**src/hdl/btm_pkg.sv**
```systemverilog
// Shared types, sizes and mask tables for the binary thinning mask pass unit.
`timescale 1ns / 1ps
package btm_pkg;

	localparam int MAX_ROW_LENGTH = 1024;
	localparam int MAX_ROW_COUNT  = 4096;
	localparam int PTR_W          = $clog2(MAX_ROW_LENGTH);
	localparam int LEN_W          = 11;
	localparam int CNT_W          = 13;
	localparam int ROW_W          = $clog2(MAX_ROW_COUNT);
	localparam int UNC_N          = 50;

	// Configuration register indexes
	typedef enum logic [1:0] {
		REG_MODE       = 2'd0,
		REG_ROW_LENGTH = 2'd1,
		REG_ROW_COUNT  = 2'd2
	} reg_idx_t;

	// Pass modes
	typedef enum logic [1:0] {
		MODE_SHRINK   = 2'd0,
		MODE_THIN     = 2'd1,
		MODE_SKELETON = 2'd2,
		MODE_NONE     = 2'd3
	} mode_t;

	// Per-pixel position flags and line pointer from the raster counters
	typedef struct packed {
		logic             mark_ok;
		logic             out_vld;
		logic             out_ok;
		logic             last;
		logic [PTR_W-1:0] ptr;
	} pos_flags_t;

	// Unconditional patterns: {pattern, care, any-of group, set select}
	localparam logic [31:0] UNC_TAB [UNC_N] = '{
		32'h40FF0003, 32'h10FF0003, 32'h04FF0002, 32'h01FF0002,
		32'h02FF0003, 32'h80FF0003, 32'h20FF0002, 32'h08FF0002,
		32'hC0FF0001, 32'h60FF0001, 32'h30FF0001, 32'h18FF0001,
		32'h0CFF0001, 32'h06FF0001, 32'h03FF0001, 32'h81FF0001,
		32'hA0FF0002, 32'h28FF0002, 32'h0AFF0002, 32'h82FF0002,
		32'h68FF0001, 32'hB0FF0001, 32'hA1FF0001, 32'hC2FF0001,
		32'h445FA001, 32'h11D72801, 32'h44F50A01, 32'h117D8201,
		32'h38380003, 32'h83830002,
		32'hA8EB0001, 32'hA8BE0001, 32'h8ABE0001, 32'h8AEB0001,
		32'h2AAF0001, 32'h2AFA0001, 32'hA2FA0001, 32'hA2AF0001,
		32'hA8A80002, 32'h2A2A0002, 32'h8A8A0002, 32'hA2A20002,
		32'h50500703, 32'h1414C103, 32'h05057003, 32'h41411C03,
		32'hA4EE0003, 32'h29BB0003, 32'h4AEE0003, 32'h92BB0003
	};

	// Conditional bond set lookup: bit0 shrink, bit1 thin, bit2 skeleton
	function automatic logic cond_hit(input logic [7:0] b, input logic [1:0] mode);
		logic [2:0] modes;
		modes = 3'b000;
		case (b) inside
			8'h40, 8'h10, 8'h04, 8'h01, 8'h80, 8'h20, 8'h08, 8'h02,
			8'hC0, 8'h60, 8'h30, 8'h18, 8'h0C, 8'h06, 8'h03, 8'h81:
				modes = 3'b001;
			8'hA0, 8'h28, 8'h0A, 8'h82:
				modes = 3'b110;
			8'hB0, 8'hA1, 8'h68, 8'hC2, 8'hE0, 8'h38, 8'h0E, 8'h83,
			8'hB1, 8'h6C:
				modes = 3'b011;
			8'hC1, 8'h70, 8'h1C, 8'h07, 8'hF0, 8'hE1, 8'h78, 8'h3C,
			8'h1E, 8'h0F, 8'h87, 8'hC3, 8'hF1, 8'h7C, 8'h1F, 8'hC7,
			8'hE3, 8'hF8, 8'h3E, 8'h8F, 8'hF3, 8'hE7, 8'hFC, 8'hF9,
			8'h7E, 8'h3F, 8'h9F, 8'hCF, 8'hF7, 8'hFD, 8'h7F, 8'hDF:
				modes = 3'b111;
			8'hFB, 8'hFE, 8'hBF, 8'hEF:
				modes = 3'b100;
			default:
				modes = 3'b000;
		endcase
		return (mode != MODE_NONE) && modes[mode];
	endfunction

	// Unconditional pattern hit on the marked-neighbor byte
	function automatic logic unc_hit(input logic [7:0] b, input logic [1:0] mode);
		logic       hit;
		logic [7:0] sel;
		hit = 1'b0;
		sel = (mode == MODE_SKELETON) ? 8'h02 : 8'h01;
		for (int i = 0; i < UNC_N; i++) begin
			if (((UNC_TAB[i][7:0] & sel) != 8'h00) &&
			    ((b & UNC_TAB[i][23:16]) == UNC_TAB[i][31:24]) &&
			    ((UNC_TAB[i][15:8] == 8'h00) || ((b & UNC_TAB[i][15:8]) != 8'h00)))
				hit = 1'b1;
		end
		return hit;
	endfunction

endpackage

```
**src/hdl/btm_ram.sv**
```systemverilog
// Two-bit line store with one write port and one registered read port.
`timescale 1ns / 1ps
module btm_ram (
	input  logic                       clk,
	input  logic                       wr_en,
	input  logic [btm_pkg::PTR_W-1:0]  wr_addr,
	input  logic [1:0]                 wr_data,
	input  logic                       rd_en,
	input  logic [btm_pkg::PTR_W-1:0]  rd_addr,
	output logic [1:0]                 rd_data
);

	logic [1:0] mem [btm_pkg::MAX_ROW_LENGTH];

	// Write one entry per beat
	always_ff @(posedge clk) begin
		if (wr_en)
			mem[wr_addr] <= wr_data;
	end

	// Registered read, held while not enabled
	always_ff @(posedge clk) begin
		if (rd_en)
			rd_data <= mem[rd_addr];
	end

endmodule

```
**config.mk**
```make
export PLATFORM = sky130hd
export DESIGN_NAME = btm_ram
export DESIGN_NICKNAME = d
export VERILOG_FILES = /design/src/hdl/btm_pkg.sv /design/src/hdl/btm_ram.sv
export SDC_FILE = /design/constraint.sdc
export NUM_CORES = 2
export LEC_CHECK = 0
export BUFFER_PORTS_ARGS = -buffer_cell sky130_fd_sc_hd__buf_4
export CORE_MARGIN = 2
export CORE_UTILIZATION = 40
export DETAILED_ROUTE_END_ITERATION = 8
export PLACE_DENSITY = 0.59
export SYNTH_ARGS = -nofsm -noshare
export SYNTH_HDL_FRONTEND = slang
export SYNTH_SLANG_ARGS = --single-unit
```
**constraint.sdc**
```tcl
create_clock -name clk -period 5.1 [get_ports clk]
set_clock_uncertainty 0.05 [all_clocks]
set_input_delay 1.53 -clock clk [delete_from_list [all_inputs] [get_ports clk]]
set_output_delay 1.53 -clock clk [all_outputs]
set_load 0.02 [all_outputs]
```
# After elaboration in Yosys (flattened, before gate mapping)
# Memories as Yosys holds them, arrays and structs flattened. A register that Yosys moved wholly into a read port is not among the register bits.
# Cells that the tools add are included.
# W data, S select, Z words.
[classes] n_mux=2
[ops] op="$mux W1" count=2
[word_totals] reg_bits=0 ram_bits=2048 out_inout_bits=2 wordCells=3 mem_count=1
[mem_list] name="mem" words=1024 word_bits=2 read_ports=1 rd_ports_with_merged_regs=1 write_ports=1 line="btm_ram.sv:13" source="logic [1:0] mem [btm_pkg::MAX_ROW_LENGTH];"

# Logic depth before layout (Yosys ltp)
[depth] word_depth=2 ltp_mapped=15

# Least setup slack after synthesis
# OpenSTA, ideal clock, no wires.
[synth_timing] path_type="input to register" from="in rd_addr[0] (netlist bit)" to="reg rd_data[1] (read register of mem) (data pin)" setup_ns=0.277 arrival_time_ns=3.752 slack_ns=1.021 stages=12 path_buffers=5 path_cell_list="buf_6 > buf_12 > buf_8 > buf_6 > buf_6 > mux4_2 > a221oi_1 > o21ai_0 > nor3_1 > o31ai_1 > o31ai_1 > nand4_1"
[synth_rtl] item="start, declared" line="btm_ram.sv:9" source="input logic [btm_pkg::PTR_W-1:0] rd_addr,"
[synth_rtl] item="end, declared" line="btm_ram.sv:10" source="output logic [1:0] rd_data"

==> results.py <==
metrics = {
    "clocking": {
        "cts_tree": "built",
        "postCtsSetupRepairBufs": 0,
        "clock_path_buffers": 3,
        "cts_made_buffers": 202,
        "htreeDepth": 4,
        "clk_latency_ps": 850,
        "cts_hold_buffers": 0,
        "cts_resized": 0,
        "numClockSinks": 2050,
        "clk_pin_slew_ps": 60,
        "cts_root_buf": "clkbuf_16",
    },
    "yosys": {
        "avgSynthCellArea_um2": 17.5,
        "synth_edf_count": 2050,
        "synth_common_cells": "2050 x edfxtp_1, 1054 x nor2_1, 449 x mux4_2",
        "async_flop_share_pct": 0,
        "synth_top_area_share_pct": 73.5,
        "postSynthCellCount": 4793,
        "synth_area_leaders": "edfxtp_1 73%, mux4_2 12%, nor2_1 4.7%, mux2i_1 2.4%, clkbuf_1 1.1%",
        "ys_warn_count": 0,
        "synth_top_cell_by_area": "edfxtp_1",
        "ys_types": 65,
        "syn_nets": 4818,
        "ys_seq_area_share_pct": 73.5,
        "ys.flop_type": "edfxtp_1",
        "syn_area_mm2": 0.0838,
        "yosysMostFrequentCell": "edfxtp_1",
        "synth_seq_cells": 2050,
    },
    "power_and_ir_drop": {
        "finalPower_uw": 34800,
        "vdd_drop_max_uv": 307,
        "powerDensity_mw_per_mm2": 367,
        "p_leak_uw": 0.0288,
    },
    "cells_and_area": {
        "multi_input_area_mm2": 0.0205,
        "fin_nets": 4931,
        "instances_no_fill": 7860,
        "final_util_pct": 45.7,
        "syn_to_final_growth_pct": 13.2,
        "fill_cells": 17900,
        "final_layout_size_suffix_gt1_share_pct": 21.3,
        "register_area_mm2": 0.0616,
    },
    "worst_setup_path": {
        "start_kind": "input pin",
        "rrSetupSlack_ps": 1900,
        "cp.required_ps": 5730,
        "worstPathMaxFanout": 19,
        "reg2regPathDepth": 8,
        "r2r_end": "rd_data[1]$_DFFE_PP_",
        "r2r-start": "mem[46][1]$_DFFE_PP_",
        "cp.arrival_ps": 5260,
        "endpoint_kind": "flip-flop",
        "critPathKind": "in2reg",
    },
    "sta": {
        "fmax_ghz": 0.216,
        "finalCritPeriodShare_pct": 90.9,
        "hold_ws_ps": 908,
        "finalSetupViolations": 0,
        "fin_crit_ps": 4640,
        "grt_setup_unrepaired": "no",
        "worst_slew_pin_slew_ps": 1540,
        "drv_slew": 5,
        "slew_headroom_pct": -2.76,
        "totalNegativeSetupSlack_ps": 0,
        "timing_hold_violations_final": 0,
    },
    "drt": {
        "drc": 0,
        "num_vias": 46200,
        "vias_per_cell": 5.88,
        "ant_nets": 0,
        "avgRoutedWirePerCell_um": 30.4,
        "finalWirelength_mm": 239,
        "first_pass_iters": 6,
        "drtIter0Drc": 6208,
    },
    "run": {
        "drv_cap": 1,
    },
    "global_routing": {
        "grt_overflow": 0,
        "antenna_found_initial": 16,
        "grt_use_total_pct": 22.4,
        "grt_pass1_wl_mm": 339,
        "grt_pass1_vias": 46800,
        "grt_max_degree": 172,
    },
    "floorplan": {
        "core-area_mm2": 0.208,
        "io-pin-count": 27,
        "die_y_um": 462,
        "die_area_mm2": 0.213,
        "rows": 167,
        "start_util_pct": 40.3,
        "die_w_um": 462,
    },
    "placement": {
        "placedCellCount": 7490,
        "hpwl_mm": 136,
        "port_buffers": 26,
        "gp_congestion": 0.828,
    },
    "status": {
        "failed_checks": "capacitance limit, slew limit",
        "status": "finished with violations",
    },
    "hold_path": {
        "min_from": "rd_en",
        "hold_end": "rd_data[1]$_DFFE_PP_",
        "holdCritPathClass": "in2reg",
        "min_path_cells": 1,
    },
}
## registers in the layout, summed over array words and instances, names as in the netlist
signal / flops
mem: 2048
rd_data: 2
## area by class of cell
cell class / count / area share [%]
Antenna cell: 7 / 0.0185
Clock inverter: 101 / 0.927
Multi-Input combinational cell: 2341 / 21.6
Timing Repair Buffer: 305 / 3.17
Clock buffer: 262 / 5.63
Tap cell: 2788 / 3.68
Inverter: 6 / 0.0277
Sequential cell: 2050 / 64.9
## per-layer routing
layer	wire length, um	up-vias	part of all wire, %	track usage, %
met3	21800	341	9.1	4.44
met2	113000	2175	47	35.5
met1	97100	24600	41	31.4
met5	12	-	0.0050	0
met4	6670	2	2.8	6.57
li1	-	19100	-	-
## worst max path at each step
stage | start | to | slack (ps)
6_report | rd_addr[4] | rd_data[0]$_DFFE_PP_ | 460
2_1_floorplan | rd_addr[0] | rd_data[1]$_DFFE_PP_ | 1020
5_1_grt | rd_addr[4] | rd_data[0]$_DFFE_PP_ | 600
3_5_place_dp | rd_addr[4] | rd_data[0]$_DFFE_PP_ | -210
3_3_place_gp | rd_addr[4] | rd_data[0]$_DFFE_PP_ | -190
4_1_cts | rd_addr[4] | rd_data[0]$_DFFE_PP_ | 670
## worst max-delay path: stages
cell and delay, ps:
buf_4 310, clkinv_2 440, buf_12 330, nor2_1 360, nor2_1 140, a21oi_1 530
nor3_1 210, nor3_1 710, o311ai_0 410, nand4_1 220
## through the flow
stage               setup WS [ps]  cell area, um^2
floorplan                    1020            83800
global placement             -186            88600
detailed placement           -209            88600
CTS                           668            94800
global route                  600            94800
finish                        464            94900
## kinds of logic (layout without fill, tap and decap cells)
| kind of cell | count (synthesis) | count (layout) | share of synthesized area (%) |
|---|---|---|---|
| muxes | 664 | 664 | 14.7 |
| DFF | 2050 | 2050 | 73.5 |
| and+or+nand+nor | 1324 | 1324 | 6.40 |
| buffers and inverters | 402 | 674 | 2.49 |
| AOI/OAI and AO/OA | 353 | 353 | 2.98 |
| other | 0 | 7 | 0 |
## cell usage in the layout, fill, tap and decap left out, drive strengths merged, types with 45 or more instances in the layout
cell type  count
buf          305
clkbuf       262
edfxtp      2050
nor2        1054
nand2         96
nor3          45
a21oi         70
o221ai        83
mux2i        205
clkinv        79
o22ai         45
a22oi         45
mux4         449
## where the power goes
group | total, uW | internal, uW | switching (uW)
Clock | 14300 | 8060 | 6280
Combinational | 1880 | 674 | 1210
Sequential | 18600 | 18500 | 7.27
Total | 34800 | 27300 | 7500
No activity file was read; power rests on OpenSTA's default activity.
