File: src/hdl/btm_pkg.sv
// Shared types, sizes and mask tables for the binary thinning mask pass unit.
`timescale 1ns / 1ps
package btm_pkg;

	localparam int MAX_ROW_LENGTH = 1024;
	localparam int MAX_ROW_COUNT  = 4096;
	localparam int PTR_W          = $clog2(MAX_ROW_LENGTH);
	localparam int LEN_W          = 11;
	localparam int CNT_W          = 13;
	localparam int ROW_W          = $clog2(MAX_ROW_COUNT);
	localparam int UNC_N          = 50;

	// Configuration register indexes
	typedef enum logic [1:0] {
		REG_MODE       = 2'd0,
		REG_ROW_LENGTH = 2'd1,
		REG_ROW_COUNT  = 2'd2
	} reg_idx_t;

	// Pass modes
	typedef enum logic [1:0] {
		MODE_SHRINK   = 2'd0,
		MODE_THIN     = 2'd1,
		MODE_SKELETON = 2'd2,
		MODE_NONE     = 2'd3
	} mode_t;

	// Per-pixel position flags and line pointer from the raster counters
	typedef struct packed {
		logic             mark_ok;
		logic             out_vld;
		logic             out_ok;
		logic             last;
		logic [PTR_W-1:0] ptr;
	} pos_flags_t;

	// Unconditional patterns: {pattern, care, any-of group, set select}
	localparam logic [31:0] UNC_TAB [UNC_N] = '{
		32'h40FF0003, 32'h10FF0003, 32'h04FF0002, 32'h01FF0002,
		32'h02FF0003, 32'h80FF0003, 32'h20FF0002, 32'h08FF0002,
		32'hC0FF0001, 32'h60FF0001, 32'h30FF0001, 32'h18FF0001,
		32'h0CFF0001, 32'h06FF0001, 32'h03FF0001, 32'h81FF0001,
		32'hA0FF0002, 32'h28FF0002, 32'h0AFF0002, 32'h82FF0002,
		32'h68FF0001, 32'hB0FF0001, 32'hA1FF0001, 32'hC2FF0001,
		32'h445FA001, 32'h11D72801, 32'h44F50A01, 32'h117D8201,
		32'h38380003, 32'h83830002,
		32'hA8EB0001, 32'hA8BE0001, 32'h8ABE0001, 32'h8AEB0001,
		32'h2AAF0001, 32'h2AFA0001, 32'hA2FA0001, 32'hA2AF0001,
		32'hA8A80002, 32'h2A2A0002, 32'h8A8A0002, 32'hA2A20002,
		32'h50500703, 32'h1414C103, 32'h05057003, 32'h41411C03,
		32'hA4EE0003, 32'h29BB0003, 32'h4AEE0003, 32'h92BB0003
	};

	// Conditional bond set lookup: bit0 shrink, bit1 thin, bit2 skeleton
	function automatic logic cond_hit(input logic [7:0] b, input logic [1:0] mode);
		logic [2:0] modes;
		modes = 3'b000;
		case (b) inside
			8'h40, 8'h10, 8'h04, 8'h01, 8'h80, 8'h20, 8'h08, 8'h02,
			8'hC0, 8'h60, 8'h30, 8'h18, 8'h0C, 8'h06, 8'h03, 8'h81:
				modes = 3'b001;
			8'hA0, 8'h28, 8'h0A, 8'h82:
				modes = 3'b110;
			8'hB0, 8'hA1, 8'h68, 8'hC2, 8'hE0, 8'h38, 8'h0E, 8'h83,
			8'hB1, 8'h6C:
				modes = 3'b011;
			8'hC1, 8'h70, 8'h1C, 8'h07, 8'hF0, 8'hE1, 8'h78, 8'h3C,
			8'h1E, 8'h0F, 8'h87, 8'hC3, 8'hF1, 8'h7C, 8'h1F, 8'hC7,
			8'hE3, 8'hF8, 8'h3E, 8'h8F, 8'hF3, 8'hE7, 8'hFC, 8'hF9,
			8'h7E, 8'h3F, 8'h9F, 8'hCF, 8'hF7, 8'hFD, 8'h7F, 8'hDF:
				modes = 3'b111;
			8'hFB, 8'hFE, 8'hBF, 8'hEF:
				modes = 3'b100;
			default:
				modes = 3'b000;
		endcase
		return (mode != MODE_NONE) && modes[mode];
	endfunction

	// Unconditional pattern hit on the marked-neighbor byte
	function automatic logic unc_hit(input logic [7:0] b, input logic [1:0] mode);
		logic       hit;
		logic [7:0] sel;
		hit = 1'b0;
		sel = (mode == MODE_SKELETON) ? 8'h02 : 8'h01;
		for (int i = 0; i < UNC_N; i++) begin
			if (((UNC_TAB[i][7:0] & sel) != 8'h00) &&
			    ((b & UNC_TAB[i][23:16]) == UNC_TAB[i][31:24]) &&
			    ((UNC_TAB[i][15:8] == 8'h00) || ((b & UNC_TAB[i][15:8]) != 8'h00)))
				hit = 1'b1;
		end
		return hit;
	endfunction

endpackage

File: src/hdl/btm_ctrl.sv
// Raster counters, line pointer and per-pixel position flags.
`timescale 1ns / 1ps
module btm_ctrl (
	input  logic                        clk,
	input  logic                        arst_n,
	input  logic                        acc,
	input  logic                        frame_start,
	input  logic [btm_pkg::LEN_W-1:0]   len,
	input  logic [btm_pkg::CNT_W-1:0]   rows,
	output btm_pkg::pos_flags_t         flags
);

	logic [btm_pkg::LEN_W-1:0] col_q;
	logic [btm_pkg::ROW_W-1:0] row_q;
	logic [btm_pkg::PTR_W-1:0] col;
	logic [btm_pkg::CNT_W-1:0] row_inc;
	logic [btm_pkg::ROW_W-1:0] row;

	// Position of the current beat
	always_comb begin
		col     = col_q[btm_pkg::PTR_W-1:0];
		row_inc = {1'b0, row_q};
		if (frame_start) begin
			col     = '0;
			row_inc = '0;
		end else if (col_q >= len) begin
			col     = '0;
			row_inc = {1'b0, row_q} + 13'd1;
		end
		if (row_inc >= rows)
			row_inc = '0;
		row = row_inc[btm_pkg::ROW_W-1:0];
	end

	// Flags for the mark center and the output position; the column addresses the line stores
	always_comb begin
		flags.mark_ok = (row >= 12'd2) && (col >= 10'd2);
		flags.out_vld = (row >= 12'd3) || ((row == 12'd2) && (col >= 10'd2));
		flags.out_ok  = (row >= 12'd4) && (col >= 10'd4);
		flags.last    = ({1'b0, row} == rows - 13'd1) && ({1'b0, col} == len - 11'd1);
		flags.ptr     = col;
	end

	// Advance the raster counters
	always_ff @(posedge clk or negedge arst_n) begin
		if (!arst_n) begin
			col_q <= '0;
			row_q <= '0;
		end else if (acc) begin
			col_q <= {1'b0, col} + 11'd1;
			row_q <= row;
		end
	end

endmodule

File: config.mk
export PLATFORM = sky130hd
export DESIGN_NAME = btm_ctrl
export DESIGN_NICKNAME = d
export VERILOG_FILES = /design/src/hdl/btm_pkg.sv /design/src/hdl/btm_ctrl.sv
export SDC_FILE = /design/constraint.sdc
export NUM_CORES = 1
export LEC_CHECK = 0
export ABC_AREA = 1
export BUFFER_PORTS_ARGS = -buffer_cell sky130_fd_sc_hd__buf_2
export CAP_MARGIN = 20
export CORE_MARGIN = 2
export CORE_UTILIZATION = 48
export CTS_CLUSTER_SIZE = 16
export DETAILED_ROUTE_END_ITERATION = 12
export PLACE_DENSITY = 0.77
export RECOVER_POWER = 100
export SETUP_SLACK_MARGIN = 0.5
export SLEW_MARGIN = 20
export SYNTH_ARGS = -nofsm -noshare
export SYNTH_HDL_FRONTEND = slang
export SYNTH_SLANG_ARGS = --single-unit
File: constraint.sdc
create_clock -name clk -period 4 [get_ports clk]
set_input_delay 0.2 -clock clk [delete_from_list [all_inputs] [get_ports clk]]
set_output_delay 0.2 -clock clk [all_outputs]
set_load 0.01 [all_outputs]
==> Word-level counts from Yosys, hierarchy flattened <==
Cells that the tools add are included.
{ "totals": {"reg_bits": 23, "inputBits": 28, "out_inout_bits": 14, "word_cells": 26} }
{ "op_classes": {"addsub": 4, "magnitude_cmp": 7, "eq_ne": 3, "mux": 5, "n_reduce_logical": 5} }
{ "op_table": {"columns": ["cell", "n"], "rows": [
  ["$mux W13", 2],
  ["$ge A12 B2 Y1 const B", 2],
  ["$mux W10", 2],
  ["$add A12 B1 Y13 const B", 1],
  ["$eq A12 B13 Y1", 1],
  ["$ge A13 B13 Y1", 1],
  ["$sub A13 B1 Y13 const B", 1],
  ["$eq A12 B2 Y1 const B", 1],
  ["$ge A12 B3 Y1 const B", 1],
  ["$mux W12", 1],
  ["$add A10 B1 Y11 const B", 1],
  ["$eq A10 B11 Y1", 1],
  ["$ge A11 B11 Y1", 1],
  ["$sub A11 B1 Y11 const B", 1],
  ["$ge A10 B2 Y1 const B", 1],
  ["$ge A10 B3 Y1 const B", 1],
  ["$logic_and A1 B1 Y1", 4],
  ["$logic_or A1 B1 Y1", 1]
]} }

==> Logic depth before layout (Yosys ltp) <==
Gate-level depths: netlist (run 1).
{ "logic_depth": {"depth_word": 8, "depth_mapped": 30, "ltp_nobuf": 28} }

==> Worst setup path before layout (run 1) <==
OpenSTA, ideal clock, no wires.
{ "synth_timing": {"path_kind": "register to output", "startpoint": "register col_q[10] in the netlist's numbering", "endpoint": "output flags[10] in the netlist's numbering", "t_arrival_ns": 3.218, "t_required_ns": 3.800, "path_slack_ns": 0.582, "stages_incl_launch_ff": 25, "n_path_buf": 2, "path_cell_list": "dfrtp_1 ha_1 nand2_2 nor2_4 nand3b_1 nand2_4 inv_2 nand2_4 buf_6 nand4_1 nor4_1 ha_1 nand2_1 o21bai_1 nand2_1 a21oi_1 nand2_1 nor2_2 buf_2 nand3_1 nand2_1 nand2_1 nor2_1 nand3_1 nor2_1"} }
{ "synth_rtl": {"columns": ["element", "line", "rtl"], "rows": [
  ["from (decl)", "btm_ctrl.sv:13", "logic [btm_pkg::LEN_W-1:0] col_q;"],
  ["from (signal assigned)", "btm_ctrl.sv:50", "col_q <= {1'b0, col} + 11'd1;"],
  ["to (decl)", "btm_ctrl.sv:10", "output btm_pkg::pos_flags_t flags"]
]} }

==> qor.csv, run 1 <==
metric,value,unit
Reg2Reg Launch Point,col_q[3]$_DFFE_PN0P_,
synthesized area,3410,sq um
Post-synth ARST share,1.00,
post-synthesis sequential area ratio,0.169,
Max Fclk,248,MHz
# Max-Cap Violations,0,
Yosys top cell area share,0.190,
"Hold Vio Cnt, Final",0,
H-tree levels,1,
failing checks,negative setup slack,
Slew headroom,0.106,
First DRT Iteration DRCs,236,
clk_lat worst skew,0.27,ns
largest net degree at the start of global routing,33,
Synth area leaders,"nand2_1 (19%), dfrtp_1 (17%), ha_1 (11%)",
actual slew at the worst max-slew pin,1.34,ns
min Tclk post-route,4.04,ns
count of port buffers added during placement,41,
Mean Syn Cell Area,5.95,sq um
r2r setup slk,0.46,ns
Hold Crit Class,input port to register,
Total Routing Usage GR,0.258,
routed vias,3924,
Post-synth EDFFs,0,
clk slew on worst S/H paths,0.08,ns
"non-filler cells, final",733,
clk sink count,23,
status,finished with violations,
# diodes,0,
Wirelength per Cell,13.7,microns
total power,0.687,mW
dominant synthesized flop cell,dfrtp_1,
fin. max-slew vios,0,
area delta synth->final,23.4,%
share of the clock period used by the worst path,1.01,
leakage,2.25,nW
Placed Area,3690,sq um
final worst setup slack,-0.0362,ns
Ys Warns,0,
Initial Util,0.500,
total detailed-routing wirelength,10100,microns
worst setup path class,register to primary output,
post-route ant nets,0,
Setup crit end,flags[10],
final setup violation count,3,
Netlist cell types,35,
I/O pin count,42,
startpoint types,register,
WHS,0.309,ns
nature of the critical path endpoint,primary output,
Placed Cells,703,
nets@finish,695,
Power Dens Cells,163,nW/um^2
first-pass GRT wire length,16100,microns
post-route cell area,4210,sq um
DIE AREA,7800,sq um
r2r endpoint,col_q[8]$_DFFE_PN0P_,
"commonest non-fill, non-tap cell in the layout",nand2_1,
"flops & latches, synth",23,
maximum vdd drop,0.0951,mV
Syn Inst Count,574,
total CTS buffers,3,
initial antenna violation count,0,
CP arrival,3.84,ns
Rows,30,
CP startpoint,col_q[10]$_DFFE_PN0P_,
Clock Path Buffers,2,
skew final,0.00208,ns
Detail Placement HPWL,7350,microns
RD Place Congestion,0.989,
fraction of layout cells with a size suffix above 1,0.232,
vias in the first global route,3615,
Vias per Instance,5.35,
"area leader, netlist",nand2_1,
RSZ-0062 raised after global routing,true,
worst r2r path cells,18,
die width,88.3,microns
Root Buffer,clkbuf_8,
"Max FO, Critical Path",8,
syn nets,631,
CTS tree,done,
drt pass-1 iters,5,
"commonest cells after routing, fill and taps aside","nand2_1 (158), inv_1 (88), nor2_1 (55), nand3_1 (43), buf_2 (40)",
die height,88.3,microns
grt total ovfl,0,
"Data required, critical path",3.80,ns
DRC viols,0,
fin util,0.616,
total core area,6830,sq um
[synth_stat cells (2+ instances only)]
cell	instances
a21oi_2	2
nand3_1	46
nand3_2	3
inv_2	6
inv_1	88
ha_1	29
buf_2	4
nand4_1	18
dfrtp_1	23
o21ai_1	7
a21oi_1	19
nand3b_1	4
nor2_4	3
clkbuf_1	5
xor2_1	19
xnor2_1	4
nor2_2	7
o21ai_0	26
nand2_2	4
nor3_1	6
buf_6	2
and2_1	2
nand2_4	5
nand2_1	173
nor2_1	59
[power by group]
group | switching (mW) | internal, mW | total, mW
clock network | 0.0803 | 0.0714 | 0.152
logic | 0.178 | 0.106 | 0.284
registers | 0.0107 | 0.241 | 0.252
total | 0.269 | 0.418 | 0.687
[sequential cells by signal, indices dropped and copies added (netlist names)]
name	cells
row_q	12
col_q	11
[timing repair]
item,4_1_cts,5_1_grt
setup buffers,15,9
endpoints found under the hold margin,23,0
gates resized for setup,20,41
cloned,0,1
endpoints found under the setup margin,7,16
pin swaps,24,29
hold buffers,1,0
[through the flow]
stage	worst slack, ns	TNS, ns
finish	-0.0362	-0.0465
global route	-0.251	-0.894
CTS	-0.0730	-0.208
detailed placement	0.0202	0
global placement	0.0796	0
floorplan	0.582	0
[layer usage]
metal	part of all wire	wire length [microns]	up-vias	GRT usage
li1	-	-	1943	-
met1	0.42	4190	1777	0.311
met2	0.49	4950	166	0.470
met3	0.054	541	38	0.0243
met4	0.037	369	0	0.105
met5	0	0	-	0
[final cells by class]
class                           instances  area (sq um)
Multi-Input combinational cell        445          2660
Fill cell                             661          2620
Sequential cell                        23           578
Timing Repair Buffer                   70           443
Inverter                               95           362
Tap cell                               96           120
Clock buffer                            4          45.0
[worst min-delay path by stage]
stage	depth (start not counted)	startpoint	endpoint	slack (ns)
floorplan	0	arst_n	col_q[0]$_DFFE_PN0P_	-0.1
global placement	1	arst_n	row_q[2]$_DFFE_PN0P_	0.22
detailed placement	1	arst_n	col_q[8]$_DFFE_PN0P_	0.22
CTS	3	acc	col_q[7]$_DFFE_PN0P_	0.31
global route	3	acc	col_q[7]$_DFFE_PN0P_	0.33
finish	3	acc	col_q[7]$_DFFE_PN0P_	0.31
[worst max-delay path, stage by stage (launching register included)]
cell and delay (ns):
dfrtp_1 0.42, ha_4 0.30, nand2_4 0.06, nor2_4 0.14
nand3b_1 0.14, nand2_4 0.14, buf_6 0.14, nor2_8 0.06
nand2_1 0.07, a21oi_1 0.09, ha_1 0.33, nand2_1 0.06
inv_1 0.06, nand3_1 0.09, nor3_2 0.26, nand2_2 0.08
nand2_2 0.10, nor2_4 0.04, buf_6 0.14, buf_6 0.13
buf_4 0.13, nand4_1 0.08, nand2_1 0.08, a21oi_2 0.10
nand3_1 0.07, nor2_1 0.12, buf_2 0.14
[kinds of logic (layout without fill, tap and decap cells)]
group / Yosys count / after routing / share of synthesized area
compound gates: 58 / 58 / 0.0931
xor+xnor: 23 / 23 / 0.0590
fa+ha+maj: 29 / 29 / 0.106
buf+inv: 107 / 169 / 0.128
flops: 23 / 23 / 0.169
simple gates: 334 / 335 / 0.445
Power figures use the tool's default switching activity.
==> run 2, diff against run 1 <==
- CTS_BUF_LIST: default -> sky130_fd_sc_hd__clkbuf_2
- GPL_TIMING_DRIVEN: default -> 0
==> run 2 against run 1 <==
Compared with the run above: highest routed layer unchanged; maximum frequency decreased by 4.4%; largest cell class unchanged; clock-buffer cell count unchanged; wire length increased by 5.5%; critical path type unchanged; sequential power about the same; flip-flop and latch count unchanged; clock skew about the same; the flow still finishes with violations (negative setup slack); die area unchanged; first-iteration DRC count increased by 17%; critical path depth decreased by 1.
==> qor.csv, run 2 (synthesis gave the netlist of run 1 again) <==
metric,value,unit,change
total power,0.683,mW,-0.60%
Total Routing Usage GR,0.261,,+0.00330
first-pass GRT wire length,16200,microns,+0.73%
"Max FO, Critical Path",8,,unchanged
CTS tree,done,,
"Data required, critical path",3.80,ns,about the same
Slew headroom,0.126,,+0.0206
Root Buffer,clkbuf_2,,
nature of the critical path endpoint,primary output,,
RD Place Congestion,0.944,,-4.6%
met2 wire length,5490,microns,+11%
vias in the first global route,3624,,+0.25%
skew final,0.00240,ns,+0.000321 ns
# diodes,0,,unchanged
hold_sp,acc,,
fin. max-slew vios,0,,unchanged
CP startpoint,col_q[4]$_DFFE_PN0P_,,
final worst setup slack,-0.221,ns,-0.184 ns
delay of the slowest critical-path stage,0.49,ns,+0.07 ns
fraction of layout cells with a size suffix above 1,0.293,,+0.0606
status,finished with violations,,
die height,88.3,microns,unchanged
total CTS buffers,3,,unchanged
RSZ-0062 raised after global routing,true,,
initial antenna violation count,0,,unchanged
H-tree levels,1,,unchanged
# Max-Cap Violations,0,,unchanged
"commonest non-fill, non-tap cell in the layout",nand2_1,,
Wirelength per Cell,14.2,microns,+3.4%
clk slew on worst S/H paths,0.23,ns,+0.15 ns
Net Switching,0.285,mW,+6.0%
Power Dens Cells,151,nW/um^2,-7.7%
Regs by FF count,"row_q: 12 flops, col_q: 11 flops",,
sw frac,0.417,,+0.0259
Reg power frac,0.369,,+0.003
leakage,2.33,nW,+3.6%
grt total ovfl,0,,unchanged
count of port buffers added during placement,41,,unchanged
CP arrival,4.02,ns,+0.18 ns
nets@finish,710,,+2.2%
met3 wire length,516,microns,-4.6%
DRC viols,0,,unchanged
failing checks,negative setup slack,,
DIE AREA,7800,sq um,unchanged
Fill cells,627,,-5.1%
Worst path slowest cell,dfrtp_1,,
max FFs per register,12,,unchanged
Reg2Reg Launch Point,col_q[4]$_DFFE_PN0P_,,
"Hold Vio Cnt, Final",0,,unchanged
actual slew at the worst max-slew pin,1.31,ns,-0.0309 ns
CP most frequent cell,nand2_1,,
maximum vdd drop,0.117,mV,+23%
Clk pwr share,0.155,,-0.066
largest net degree at the start of global routing,24,,-27%
Reg with most FFs,row_q,,
First DRT Iteration DRCs,277,,+17%
Clock Path Buffers,2,,unchanged
I/O pin count,42,,unchanged
clk sink count,23,,unchanged
Rows,30,,unchanged
total detailed-routing wirelength,10600,microns,+5.5%
"commonest cells after routing, fill and taps aside","nand2_1 (145), inv_1 (86), nor2_1 (55), buf_2 (42), nand3_1 (40)",,
Internal Pwr Total,0.398,mW,-4.8%
total core area,6830,sq um,unchanged
Initial Util,0.500,,unchanged
worst setup path class,register to primary output,,
min Tclk post-route,4.22,ns,+0.184 ns
length of routed wiring on met1,4250,microns,+1.5%
die width,88.3,microns,unchanged
share of the clock period used by the worst path,1.06,,+0.0461
Hold Crit Class,input port to register,,
drt pass-1 iters,5,,unchanged
Detail Placement HPWL,7570,microns,+3.0%
Vias per Instance,5.34,,-0.33%
DR top layer,met4,,
clk_lat worst skew,0.37,ns,+0.10 ns
Comb pwr share,0.477,,+0.064
area delta synth->final,32.8,%,
final setup violation count,4,,+1
setup TNS,-0.522,ns,-0.475 ns
routed vias,3991,,+1.7%
startpoint types,register,,
Max Fclk,237,MHz,-4.4%
post-route ant nets,0,,unchanged
[run 2: changes by cell type in the layout (fill, tap and decap cells not counted), sizes merged]
cell / change
buf: +11
clkbuf: +5
clkinv: -1
inv: +1
nor2: -1
[run 2: power groups by stage]
stage          clock network (mW)  logic [mW]  registers [mW]
2_1_floorplan                   0       0.167           0.251
3_3_place_gp                    0       0.236           0.254
3_5_place_dp                    0       0.244           0.255
4_1_cts                     0.104       0.265           0.250
5_1_grt                     0.114       0.359           0.253
6_report                    0.106       0.326           0.252
[run 2: what timing repair did]
action,in CTS,in global routing
gates resized for setup,19,83
setup buffers,14,16
hold buffers,1,0
cloned,1,1
setup endpoints to repair,16,16
endpoints found under the hold margin,23,0
pin swaps,19,48
[run 2: metal layers]
layer / vias up / GRT usage
li1: 1977 / -
met1: 1854 / 0.310
met2: 135 / 0.498
met3: 25 / 0.0168
met4: 0 / 0.0826
met5: - / 0
[run 2: stage by stage]
step	worst slack [ns]	util	hold WS [ns]	instances	cell area, sq um
finish	-0.221	0.664	0.0803	748	4530
global route	-0.425	0.664	0.0928	748	4530
CTS	-0.297	0.582	0.102	731	3980
detailed placement	-0.241	0.547	0.219	711	3740
global placement	-0.157	0.547	0.211	711	3740
floorplan	0.582	-	-0.0956	574	3410
[run 2: final timing paths]
check	cells past startpoint	slack, ns	endpoint
worst min-delay path	3	0.08	col_q[7]$_DFFE_PN0P_
min in group asynchronous	2	0.60	col_q[7]$_DFFE_PN0P_
worst max register to register	21	0.61	row_q[5]$_DFFE_PN0P_
worst min register to register	2	0.56	row_q[11]$_DFFE_PN0P_
worst max-delay path	25	-0.22	flags[10]
max in group asynchronous	2	2.56	col_q[7]$_DFFE_PN0P_
[run 2: worst max-delay path: cells and delay by family (launching register included)]
kind / cells / cell delay [ns]
AO/OA/AOI/OAI: 3 / 0.41
adder cells (fa/ha/maj): 2 / 0.57
buffers and inverters: 3 / 0.40
flip-flops: 1 / 0.49
AND/OR/NAND/NOR: 17 / 1.77
[run 2: area by class of cell]
cell class | count | area, sq um | area share
sequential | 23 | 577 | 0.127
multi-input combinational | 444 | 2870 | 0.633
inverter | 95 | 359 | 0.0792
tap | 96 | 120 | 0.0265
clock buffer | 4 | 20.0 | 0.00442
buffer | 12 | 93.8 | 0.0207
timing repair buffer | 74 | 494 | 0.109
